File: config.mk
export PLATFORM = sky130hd
export DESIGN_NAME = sequenced_history_ring
export DESIGN_NICKNAME = d
export VERILOG_FILES = /design/src/sv/shr_pkg.sv /design/src/sv/sequenced_history_ring.sv
export VERILOG_INCLUDE_DIRS = /design/src /design/src/sv
export SDC_FILE = /design/constraint.sdc
export NUM_CORES = 2
export LEC_CHECK = 0
export ABC_CLOCK_PERIOD_IN_PS = 15360
export BUFFER_PORTS_ARGS = -buffer_cell sky130_fd_sc_hd__buf_2
export CAP_MARGIN = 5
export CORE_MARGIN = 4
export CORE_UTILIZATION = 40
export CTS_CLUSTER_SIZE = 28
export DETAILED_ROUTE_END_ITERATION = 10
export HOLD_SLACK_MARGIN = 0.08
export PLACE_DENSITY = 0.56
export SYNTH_ARGS = -nofsm -noshare
export SYNTH_HDL_FRONTEND = slang
export SYNTH_SLANG_ARGS = --single-unit
File: constraint.sdc
create_clock -name clk -period 15.36 [get_ports clk]
set_input_delay 0.768 -clock clk [delete_from_list [all_inputs] [get_ports clk]]
set_output_delay 0.768 -clock clk [all_outputs]
set_load 0.01 [all_outputs]
File: src/sv/sequenced_history_ring_macros.svh
// ----------------------------------------------------------------------------
// sequenced_history_ring_macros
// Assertion macros shared by the history ring RTL.
// ----------------------------------------------------------------------------
`ifndef SEQUENCED_HISTORY_RING_MACROS_SVH
`define SEQUENCED_HISTORY_RING_MACROS_SVH

// same-cycle implication, sampled on clk, off during reset
`define SHR_CHECK(label, ante, cons, msg) \
    label: assert property (@(posedge clk) disable iff (!rst_n) (ante) |-> (cons)) \
        else $error(msg);

// next-cycle implication, sampled on clk, off during reset
`define SHR_CHECK_NEXT(label, ante, cons, msg) \
    label: assert property (@(posedge clk) disable iff (!rst_n) (ante) |=> (cons)) \
        else $error(msg);

`endif

File: src/sv/shr_pkg.sv
// ----------------------------------------------------------------------------
// shr_pkg
// Types, constants and helpers for the sequenced history ring.
// ----------------------------------------------------------------------------
package shr_pkg;

    localparam int DEPTH         = 16;
    localparam int PAYLOAD_BYTES = 8;
    localparam int SLOT_W        = (DEPTH > 1) ? $clog2(DEPTH) : 1;
    localparam int CNT_W         = $clog2(DEPTH + 1);
    localparam int SEQ_W         = 64;
    localparam int PAYLOAD_W     = 64;
    localparam int LEN_W         = 4;
    localparam int ENTRY_W       = PAYLOAD_W + LEN_W + 1;
    localparam int IN_DATA_W     = 136;
    localparam int OUT_DATA_W    = 264;

    typedef enum logic [1:0] {
        STATUS_OK     = 2'd0,
        STATUS_NONE   = 2'd1,
        STATUS_REJECT = 2'd2
    } status_t;

    typedef enum logic [0:0] {
        OP_PUSH = 1'b0,
        OP_READ = 1'b1
    } op_t;

    typedef enum logic [2:0] {
        ST_IDLE,
        ST_PUSH,
        ST_OLDEST,
        ST_COMPARE,
        ST_LOOKUP,
        ST_RESP
    } state_t;

    // slot = sum mod cap, valid for sum < 2*cap
    function automatic logic [SLOT_W-1:0] wrap_slot(input logic [CNT_W:0] sum,
                                                    input logic [CNT_W-1:0] cap);
        logic [CNT_W:0] r;
        r = (sum >= {1'b0, cap}) ? sum - {1'b0, cap} : sum;
        return r[SLOT_W-1:0];
    endfunction

endpackage

File: src/sv/sequenced_history_ring.sv
// ----------------------------------------------------------------------------
// sequenced_history_ring
// History ring with sequence numbered entries and reader cursor catch-up.
// ----------------------------------------------------------------------------
// Input stream s_axis: one word per operation. tuser selects push or read.
// Output stream m_axis: exactly one result word per input word, in order;
// tuser carries the status code.
// Config channel cfg_*: writes the ring capacity (0 acts as 1, above DEPTH
// acts as DEPTH) and empties the ring; sequence numbering continues.
// Write it only while no operation is in flight.
// Flow: one operation at a time, set by the FSM sequencing around the
// entry memory. A push passes through the push state into the output
// register; a read passes through oldest sequence, cursor compare, a
// registered memory read and result load. Each operation ends back in
// idle, where the next word is accepted.
// The result sits in an output register; the next word is accepted while it
// waits. If the receiver stalls, the following operation holds in its last
// state until the output register frees.
// Reset: ring empty, capacity DEPTH, next sequence number 1. Entry memory
// is not cleared; only entries written since the last emptying are read.
// ----------------------------------------------------------------------------
`include "sequenced_history_ring_macros.svh"

module sequenced_history_ring
    import shr_pkg::*;
(
    input  logic                  clk,
    input  logic                  rst_n,
    // cfg_data: ring_capacity[4:0]
    input  logic                  cfg_valid,
    output logic                  cfg_ready,
    input  logic [CNT_W-1:0]      cfg_data,
    input  logic                  s_axis_tvalid,
    output logic                  s_axis_tready,
    // tdata: push_payload[63:0], push_length[67:64], push_is_text[68],
    //        read_cursor[132:69], zero pad[135:133]
    input  logic [IN_DATA_W-1:0]  s_axis_tdata,
    // tuser: op[0]
    input  logic [0:0]            s_axis_tuser,
    output logic                  m_axis_tvalid,
    input  logic                  m_axis_tready,
    // tdata: read_payload[63:0], read_length[67:64], read_is_text[68],
    //        new_cursor[132:69], missed_count[196:133],
    //        upcoming_sequence[260:197], zero pad[263:261]
    output logic [OUT_DATA_W-1:0] m_axis_tdata,
    // tuser: status[1:0]
    output logic [1:0]            m_axis_tuser
);

    state_t                 state_reg, state_next;
    logic [CNT_W-1:0]       cap_reg, cap_next;
    logic [CNT_W-1:0]       count_reg, count_next;
    logic [SLOT_W-1:0]      oldest_slot_reg, oldest_slot_next;
    logic [SEQ_W-1:0]       next_seq_reg, next_seq_next;
    logic                   m_valid_reg, m_valid_next;

    op_t                    op_reg;
    logic [PAYLOAD_W-1:0]   in_payload_reg;
    logic [LEN_W-1:0]       in_len_reg;
    logic                   in_text_reg;
    logic [SEQ_W-1:0]       in_cursor_reg;

    logic [SEQ_W-1:0]       oldest_seq_reg, oldest_seq_next;
    logic [SEQ_W-1:0]       cursor_reg, cursor_next;
    logic [SEQ_W-1:0]       missed_reg, missed_next;
    logic [SEQ_W-1:0]       diff_reg, diff_next;
    logic                   ge_next_reg, ge_next_next;
    logic [SEQ_W-1:0]       cur_plus_reg, cur_plus_next;
    logic                   none_reg, none_next;

    logic [OUT_DATA_W-1:0]  m_tdata_reg, m_tdata_next;
    logic [1:0]             m_tuser_reg, m_tuser_next;

    logic [ENTRY_W-1:0]     mem [DEPTH];
    logic [ENTRY_W-1:0]     mem_q_reg;
    logic                   mem_we;
    logic [SLOT_W-1:0]      mem_waddr;
    logic [ENTRY_W-1:0]     mem_wdata;
    logic                   mem_re;
    logic [SLOT_W-1:0]      mem_raddr;

    logic                   in_accept;
    logic                   cfg_write;
    logic                   out_free;
    logic                   out_load;
    logic                   push_reject;
    logic [PAYLOAD_W-1:0]   masked_payload;
    logic [SEQ_W:0]         cursor_diff;
    logic                   cursor_lt;
    logic [SEQ_W-1:0]       cursor_eff;
    logic                   diff_small;

    assign cfg_ready     = 1'b1;
    assign cfg_write     = cfg_valid & cfg_ready;
    assign s_axis_tready = (state_reg == ST_IDLE);
    assign in_accept     = s_axis_tvalid & s_axis_tready;
    assign out_free      = ~m_valid_reg | m_axis_tready;
    assign m_axis_tvalid = m_valid_reg;
    assign m_axis_tdata  = m_tdata_reg;
    assign m_axis_tuser  = m_tuser_reg;

    assign push_reject = (in_len_reg == '0) || (in_len_reg > LEN_W'(PAYLOAD_BYTES));
    assign cursor_diff = {1'b0, in_cursor_reg} - {1'b0, oldest_seq_reg};
    assign cursor_lt   = cursor_diff[SEQ_W];
    assign cursor_eff  = cursor_lt ? oldest_seq_reg : in_cursor_reg;
    assign diff_small  = (diff_reg[SEQ_W-1:CNT_W] == '0);

    always_comb
    begin
        for (int b = 0; b < PAYLOAD_W / 8; b++)
        begin
            masked_payload[b*8 +: 8] = (LEN_W'(b) < in_len_reg) ? in_payload_reg[b*8 +: 8]
                                                                 : 8'd0;
        end
    end

    always_comb
    begin
        state_next       = state_reg;
        cap_next         = cap_reg;
        count_next       = count_reg;
        oldest_slot_next = oldest_slot_reg;
        next_seq_next    = next_seq_reg;
        oldest_seq_next  = oldest_seq_reg;
        cursor_next      = cursor_reg;
        missed_next      = missed_reg;
        diff_next        = diff_reg;
        ge_next_next     = ge_next_reg;
        cur_plus_next    = cur_plus_reg;
        none_next        = none_reg;
        m_tdata_next     = m_tdata_reg;
        m_tuser_next     = m_tuser_reg;
        out_load         = 1'b0;
        mem_we           = 1'b0;
        mem_waddr        = oldest_slot_reg;
        mem_wdata        = {in_text_reg, in_len_reg, masked_payload};
        mem_re           = 1'b0;
        mem_raddr        = wrap_slot((CNT_W + 1)'(oldest_slot_reg) +
                                     (CNT_W + 1)'(diff_reg[SLOT_W-1:0]), cap_reg);

        case (state_reg)
            ST_IDLE:
            begin
                if (in_accept)
                begin
                    state_next = (op_t'(s_axis_tuser[0]) == OP_PUSH) ? ST_PUSH : ST_OLDEST;
                end
            end
            ST_PUSH:
            begin
                if (out_free)
                begin
                    out_load   = 1'b1;
                    state_next = ST_IDLE;
                    if (push_reject)
                    begin
                        m_tuser_next = STATUS_REJECT;
                        m_tdata_next = {3'd0, next_seq_reg, {(OUT_DATA_W - 3 - SEQ_W){1'b0}}};
                    end
                    else
                    begin
                        mem_we        = 1'b1;
                        next_seq_next = next_seq_reg + SEQ_W'(1);
                        if (count_reg == cap_reg)
                        begin
                            mem_waddr        = oldest_slot_reg;
                            oldest_slot_next = ((CNT_W)'(oldest_slot_reg) + CNT_W'(1) == cap_reg)
                                               ? '0 : oldest_slot_reg + SLOT_W'(1);
                        end
                        else
                        begin
                            mem_waddr  = wrap_slot((CNT_W + 1)'(oldest_slot_reg) +
                                                   (CNT_W + 1)'(count_reg), cap_reg);
                            count_next = count_reg + CNT_W'(1);
                        end
                        m_tuser_next = STATUS_OK;
                        m_tdata_next = {3'd0, next_seq_next,
                                        {(OUT_DATA_W - 3 - SEQ_W){1'b0}}};
                    end
                end
            end
            ST_OLDEST:
            begin
                oldest_seq_next = next_seq_reg - SEQ_W'(count_reg);
                state_next      = ST_COMPARE;
            end
            ST_COMPARE:
            begin
                missed_next  = cursor_lt ? oldest_seq_reg - in_cursor_reg : '0;
                cursor_next  = cursor_eff;
                diff_next    = cursor_lt ? '0 : cursor_diff[SEQ_W-1:0];
                ge_next_next = (cursor_eff >= next_seq_reg);
                state_next   = ST_LOOKUP;
            end
            ST_LOOKUP:
            begin
                none_next     = ge_next_reg || !(diff_small && (diff_reg[CNT_W-1:0] < count_reg));
                cur_plus_next = cursor_reg + SEQ_W'(1);
                mem_re        = 1'b1;
                state_next    = ST_RESP;
            end
            ST_RESP:
            begin
                if (out_free)
                begin
                    out_load   = 1'b1;
                    state_next = ST_IDLE;
                    if (none_reg)
                    begin
                        m_tuser_next = STATUS_NONE;
                        m_tdata_next = {3'd0, next_seq_reg, missed_reg, cursor_reg,
                                        {ENTRY_W{1'b0}}};
                    end
                    else
                    begin
                        m_tuser_next = STATUS_OK;
                        m_tdata_next = {3'd0, next_seq_reg, missed_reg, cur_plus_reg,
                                        mem_q_reg};
                    end
                end
            end
            default:
            begin
                state_next = ST_IDLE;
            end
        endcase

        if (cfg_write)
        begin
            if (cfg_data == '0)
            begin
                cap_next = CNT_W'(1);
            end
            else if (cfg_data > CNT_W'(DEPTH))
            begin
                cap_next = CNT_W'(DEPTH);
            end
            else
            begin
                cap_next = cfg_data;
            end
            count_next       = '0;
            oldest_slot_next = '0;
        end
    end

    assign m_valid_next = out_load | (m_valid_reg & ~m_axis_tready);

    always_ff @(posedge clk or negedge rst_n)
    begin
        if (!rst_n)
        begin
            state_reg       <= ST_IDLE;
            cap_reg         <= CNT_W'(DEPTH);
            count_reg       <= '0;
            oldest_slot_reg <= '0;
            next_seq_reg    <= SEQ_W'(1);
            m_valid_reg     <= 1'b0;
        end
        else
        begin
            state_reg       <= state_next;
            cap_reg         <= cap_next;
            count_reg       <= count_next;
            oldest_slot_reg <= oldest_slot_next;
            next_seq_reg    <= next_seq_next;
            m_valid_reg     <= m_valid_next;
        end
    end

    always_ff @(posedge clk)
    begin
        if (in_accept)
        begin
            op_reg         <= op_t'(s_axis_tuser[0]);
            in_payload_reg <= s_axis_tdata[PAYLOAD_W-1:0];
            in_len_reg     <= s_axis_tdata[PAYLOAD_W +: LEN_W];
            in_text_reg    <= s_axis_tdata[PAYLOAD_W + LEN_W];
            in_cursor_reg  <= s_axis_tdata[ENTRY_W +: SEQ_W];
        end
        oldest_seq_reg <= oldest_seq_next;
        cursor_reg     <= cursor_next;
        missed_reg     <= missed_next;
        diff_reg       <= diff_next;
        ge_next_reg    <= ge_next_next;
        cur_plus_reg   <= cur_plus_next;
        none_reg       <= none_next;
        m_tdata_reg    <= m_tdata_next;
        m_tuser_reg    <= m_tuser_next;
    end

    // entry memory: {text, length, payload}
    always_ff @(posedge clk)
    begin
        if (mem_we)
        begin
            mem[mem_waddr] <= mem_wdata;
        end
    end

    always_ff @(posedge clk)
    begin
        if (mem_re)
        begin
            mem_q_reg <= mem[mem_raddr];
        end
    end

    `SHR_CHECK(a_count_within_cap, 1'b1, count_reg <= cap_reg,
               "stored count exceeds capacity")
    `SHR_CHECK(a_oldest_within_cap, 1'b1, oldest_slot_reg < cap_reg,
               "oldest slot outside capacity")
    `SHR_CHECK_NEXT(a_push_advances_seq,
                    (state_reg == ST_PUSH) && out_free && !push_reject,
                    next_seq_reg == $past(next_seq_reg) + SEQ_W'(1),
                    "accepted push did not advance sequence")
    `SHR_CHECK(a_read_uses_read_path,
               (state_reg == ST_OLDEST) || (state_reg == ST_RESP),
               op_reg == OP_READ,
               "read sequence entered for a push")

endmodule

* Word level (Yosys, flattened, before mapping) *
Memory sizes are Yosys's and may differ from the RTL's. A register that Yosys moved wholly into a read port is not among the register bits.
Cells that the tools add are included.

cells by class
  $lt $le $gt $ge = 14
  bitwise logic cells = 7
  muxes and demuxes = 50
  divide/modulo/power cells = 0
  reduce and logical (&&, ||, !) cells = 18
  add/sub/neg operators = 12
  multipliers = 0
  shift-type cells = 0
  equality and inequality tests = 13

operator list
  operator                                            number
  two-way mux 264 bit                                 2
  case mux 264 bit (2 select lines)                   1
  two-way mux 261 bit                                 1
  two-way mux 133 bit                                 1
  adder 64 x 1 -> 64 bit (second input constant)      2
  subtractor 64 x 64 -> 65 bit                        1
  greater-or-equal comparator 64 bit                  1
  two-way mux 64 bit                                  1
  two-way mux 8 bit                                   8
  subtractor 64 x 5 -> 64 bit                         1
  subtractor 64 bit                                   1
  logical NOT 59 bit                                  1
  two-way mux 4 bit                                   12
  two-way mux 5 bit                                   7
  < comparator 3 x 4 -> 1 bit (first input constant)  4
  case mux 3 bit (5 select lines)                     1
  equality test 5 bit                                 2
  two-way mux 1 bit                                   9
  < comparator 1 x 4 -> 1 bit (first input constant)  2
  < comparator 2 x 4 -> 1 bit (first input constant)  2
  two-way mux 2 bit                                   4
  != test 2 bit (second input constant)               4
  AND reduction 4 bit                                 2
  nonzero test 2 bit                                  4
  other kinds (29)                                    40

word-level totals
  memory bits (read-only) = 0
  memories kept = 1
  bits in latches = 0
  RAM bits = 1,104
  output and inout bits = 269
  input port bits = 147
  word-level logic and storage cells = 134
  flip-flop bits (word level) = 803

memories
  memory  words  bits a word  read ports  clocked after memory_dff  write ports  RTL line                      source
  mem     16     69           1           1                         1            sequenced_history_ring.sv:74  logic [ENTRY_W-1:0] mem [DEPTH];

* Longest topological paths before layout *
  depth in word-level cells = 8
  mapped depth = 24

* Worst setup path before layout *
No wires, ideal clock.

  path kind = register -> register
  start point = register state_reg[2]
  end point = register cur_plus_reg[0] (enable)
  stages on the path, launching flop included = 4
  path buffers = 2
  arrival time = 10,573 ps
  path slack = 3,968 ps
  data required time = 14,541 ps
  cells stage by stage = dfrtp_1 clkbuf_1 clkbuf_1 nor3b_1

on the way
  longest elaborated chain between the ends = 1

ends and longest elaborated chain
  what                      RTL line                       source
  start: declaration        sequenced_history_ring.sv:50   state_t state_reg, state_next;
  start signal: assignment  sequenced_history_ring.sv:262  state_reg <= state_next;
  equality test 3 bit       sequenced_history_ring.sv:141  case (state_reg)
  end signal: assignment    sequenced_history_ring.sv:286  cur_plus_reg <= cur_plus_next;
  end: declaration          sequenced_history_ring.sv:68   logic [SEQ_W-1:0] cur_plus_reg, cur_plus_next;

No other way between the ends.
A chain may end at the register's enable or synchronous reset.

* Worst setup path after layout *
  start point = register in_cursor_reg[26]
  end point = register ge_next_reg (data pin)

on the way
  longest elaborated chain between the ends = 3

ends and longest elaborated chain
  what                                RTL line                       source
  start: declaration                  sequenced_history_ring.sv:61   logic [SEQ_W-1:0] in_cursor_reg;
  start signal: assignment            sequenced_history_ring.sv:279  in_cursor_reg <= s_axis_tdata[ENTRY_W +: SEQ_W];
  subtractor 64 x 64 -> 65 bit        sequenced_history_ring.sv:103  assign cursor_diff = {1'b0, in_cursor_reg} - {1'b0, oldest_seq_reg};
  two-way mux 64 bit                  sequenced_history_ring.sv:105  assign cursor_eff = cursor_lt ? oldest_seq_reg : in_cursor_reg;
  net cursor_eff[17]                  sequenced_history_ring.sv:90   logic [SEQ_W-1:0] cursor_eff;
  greater-or-equal comparator 64 bit  sequenced_history_ring.sv:192  ge_next_next = (cursor_eff >= next_seq_reg);
  end signal: assignment              sequenced_history_ring.sv:285  ge_next_reg <= ge_next_next;
  end: declaration                    sequenced_history_ring.sv:67   logic ge_next_reg, ge_next_next;

The timed path passes the listed nets, and every way through them passes these cells.

==> results.tsv <==
stage	metric	value	unit
yosys	dominant cell type by area after synthesis	edfxtp_1	
clock_network	Clock Pin Slew Worst Setup and Hold Paths	60	ps
worst_setup_path	critical path depth	22	
placed_design	hpwl dp	160	mm
finish	Final Cell Area	103000	µm²
clock_network	Post-CTS Setup Bufs	0	
run_status	run status	complete, but fails checks	
floorplanning	Die ar.	230000	µm²
clock_network	CTS Buf Count	209	
yosys	FFs w/ async S/R, synth	0.0416	
finish	share of layout cells above drive strength 1	0.127	
finish	Largest register FFs	1104	
grt	first-pass GRT wire length	353	mm
grt	total track usage	0.208	
timing	Fmax	141	MHz
yosys	most frequent cell after synthesis	edfxtp_1	
finish	P&R area growth vs syn	15.5	%
yosys	area share of the leading cell type in the synthesized netlist	0.638	
timing	Fin Clk Skew	92.0	ps
yosys	Post-Syn Area	89100	µm²
placed_design	RD Place Congestion	0.939	
worst_setup_path	crit-path cells	inv_1 -> ha_1 -> nand2_1 -> nor2_1 -> nand2_1 -> nor4_1 -> a21oi_1 -> buf_4 -> o31a_1 -> a211oi_4 -> buf_4 -> buf_4 -> o21ai_0 -> ha_1 -> a21o_1 -> a21o_1 -> a21oi_1 -> nor2_1 -> a211oi_1 -> o21ai_0 -> a311oi_1 -> o31ai_1	
clock_network	CTS tree	done	
yosys	Synth top cells by count	edfxtp_1, mux2i_1, nor2_1	
drt	DRC Markers	0	
worst_setup_path	Crit. End Element	register	
worst_setup_path	path type of the worst setup path	register to register	
grt	largest net degree at the start of global routing	140	
floorplanning	die width	480	µm
hold_path	min-delay worst type	primary input to register	
run_status	violated checks	capacitance limit	
grt	GRT overflow	0	
worst_setup_path	critical path's most frequent cell	buf_4	
yosys	sequential-to-total area share from yosys stat	0.661	
drt	number of iterations in the first detailed-routing pass	5	
yosys	syn_area_per_cell	14.2	µm²
hold_path	hold path cells	1	
power_and_ir_drop	Switching Power	5800	µW
power_and_ir_drop	switching part of the total	0.330	
yosys	Cells after Synth	6268	
power_and_ir_drop	Static Leak	0.0389	µW
clock_network	H-tree levels	4	
worst_setup_path	Crit path buffers/inverters	4	
yosys	EDFF count, synth	1891	
drt	via count	52200	
power_and_ir_drop	Internal	11700	µW
drt	vias per cell	5.25	
floorplanning	Initial Util	0.404	
placed_design	Area after DPL	94700	µm²
worst_setup_path	Startpoint Class	register	
timing	Final setup violation count	0	
power_and_ir_drop	Clk pwr share	0.288	
worst_setup_path	Max stage delay on crit path	550	ps
yosys	number of distinct library cells after synthesis	83	
worst_setup_path	reg-to-reg slack, setup	8250	ps
grt	initial antenna violation count	17	
worst_setup_path	Arr. time, crit path	7670	ps
worst_setup_path	CP max FO	68	
worst_setup_path	Crit path max-delay family	compound AO/OA/AOI/OAI gates	
drt	Total Wirelength	244	mm
floorplanning	row cnt	172	
drt	1st-iter DRT viols	3825	
clock_network	Bufs on Longest Clock Path	3	
worst_setup_path	critical path data required time	15920	ps
drt	remaining antenna violation count	0	
timing	Final Hold Fails	0	
placed_design	port bufs	408	
yosys	synth warn	0	
timing	crit path time final	7110	ps
power_and_ir_drop	PD cells	171	nW/µm²
clock_network	clock sink total	1973	
power_and_ir_drop	VDD IR-drop max	0.149	mV
timing	slew margin rel.	0.0160	
drt	Avg WL per Cell	24.6	µm
job	max cap viols	1	
clock_network	root buf cell	clkbuf_16	
clock_network	clock latency on the worst-skew pair	870	ps
yosys	synth top area cells	edfxtp_1, mux2i_1, ha_1, xnor2_1, dfrtp_1	
power_and_ir_drop	Sequential Power Share	0.418	
timing	Slew Viols, Final	0	
yosys	flop and latch count out of synthesis	1973	
worst_setup_path	Reg2Reg Depth	22	
timing	post-route setup TNS	0	ps
power_and_ir_drop	Comb power frac	0.294	
grt	number of global-route vias before repair	51800	
power_and_ir_drop	total power	17500	µW
timing	worst slew pin tran	1460	ps
floorplanning	IO Pins	416	
yosys	Primary FF master, synth	edfxtp_1	
timing	RSZ-0062 raised after global routing	no	
worst_setup_path	slowest CP cell	ha_1	
floorplanning	Die H	480	µm
finish	Layout Nets	7184	
timing	final worst-path cycle share	0.463	
floorplanning	Core Region	221000	µm²
[cell type report]
| type | instances | area (µm²) |
|---|---|---|
| Antenna cell | 4 | 10.0 |
| Clock buffer | 256 | 5470 |
| Clock inverter | 136 | 1490 |
| Fill cell | 19400 | 118000 |
| Inverter | 258 | 976 |
| Multi-Input combinational cell | 3748 | 28400 |
| Sequential cell | 1973 | 58800 |
| Tap cell | 2958 | 3700 |
| Timing Repair Buffer | 618 | 4000 |
[power by group through the flow]
stage	sequential (µW)	combinational, µW	clock [µW]
floorplan	7570	3340	0
global placement	7440	5120	0
detailed placement	7450	5180	0
CTS	7340	5220	5180
global route	7380	5620	5430
finish	7330	5170	5050
[layer usage]
metal,vias up,global-route usage,share of wire
li1,24400,-,-
met1,26200,0.283,0.44
met2,1313,0.344,0.48
met3,318,0.0309,0.049
met4,0,0.0634,0.030
met5,-,0,0
[logic make-up (layout without fill, tap and decap cells)]
logic type | after synthesis | count (layout) | share of synthesized area
multiplexers | 1112 | 1112 | 0.125
adder cells (fa/ha/maj) | 229 | 229 | 0.0328
other | 2 | 8 | 0.0000843
AO/OA/AOI/OAI | 711 | 711 | 0.0483
XOR/XNOR | 360 | 360 | 0.0354
flip-flops | 1973 | 1973 | 0.661
buffers and inverters | 549 | 1268 | 0.0239
AND/OR/NAND/NOR | 1332 | 1332 | 0.0739
[worst reg2reg max path, stage by stage (launching register included)]
cell and delay [ps]:
edfxtp_1 520, inv_1 80, ha_1 550, nand2_1 230, nor2_1 280, nand2_1 140
nor4_1 380, a21oi_1 130, buf_4 180, o31a_1 410, a211oi_4 270, buf_4 440
buf_4 580, o21ai_0 490, ha_1 430, a21o_1 180, a21o_1 170, a21oi_1 160
nor2_1 60, a211oi_1 340, o21ai_0 250, a311oi_1 460, o31ai_1 140
[through the flow]
stage / util / hold slack [ps] / worst slack, ps / cells
detailed placement: 0.429 / 503 / 8170 / 9434
finish: 0.466 / 150 / 8250 / 9951
floorplan: - / 472 / 3970 / 6270
global placement: 0.429 / 505 / 8180 / 9434
global route: 0.466 / 92.5 / 7790 / 9949
CTS: 0.466 / 80.6 / 8170 / 9945
[path summary, 6_finish.rpt]
| path | startpoint | endpoint |
|---|---|---|
| worst max-delay path | in_cursor_reg[26]$_DFFE_PP_ | ge_next_reg$_DFFE_PN_ |
| min in group asynchronous | rst_n | cap_reg[0]$_DFFE_PN0P_ |
| max in group asynchronous | rst_n | next_seq_reg[62]$_DFFE_PN0P_ |
| worst max register to register | in_cursor_reg[26]$_DFFE_PP_ | ge_next_reg$_DFFE_PN_ |
| worst min-delay path | s_axis_tdata[80] | in_cursor_reg[11]$_DFFE_PP_ |
| worst min register to register | mem_q_reg[29]$_DFFE_PN_ | m_axis_tdata[29]$_SDFFCE_PP0P_ |
[what timing repair did]
item | 4_1_cts | 5_1_grt
hold buffers | 119 | 0
hold endpoints to repair | 141 | 0
resized for setup | 0 | 0
[layout by cell type (no fill, tap or decap), types with 54 or more instances in the layout]
master         Yosys  routed
nor3_1            88      87
a21oi_1          235     234
buf_4              5      84
o21ai_0          215     215
nand4_1           84      84
and2_1            97      96
edfxtp_1        1891    1891
nand3_1           89      89
nand2_1          305     304
xnor2_1          306     306
dlygate4sd3_1      0     119
buf_2             41     407
a21o_1            73      73
nor2_1           364     345
dfrtp_1           80      79
nor2b_1           70      69
mux2i_1         1109    1108
inv_1            245     244
clkbuf_16          0     210
ha_1             222     222
and3_1            92      92
xor2_1            54      54
No activity file was read; power rests on OpenSTA's default activity.
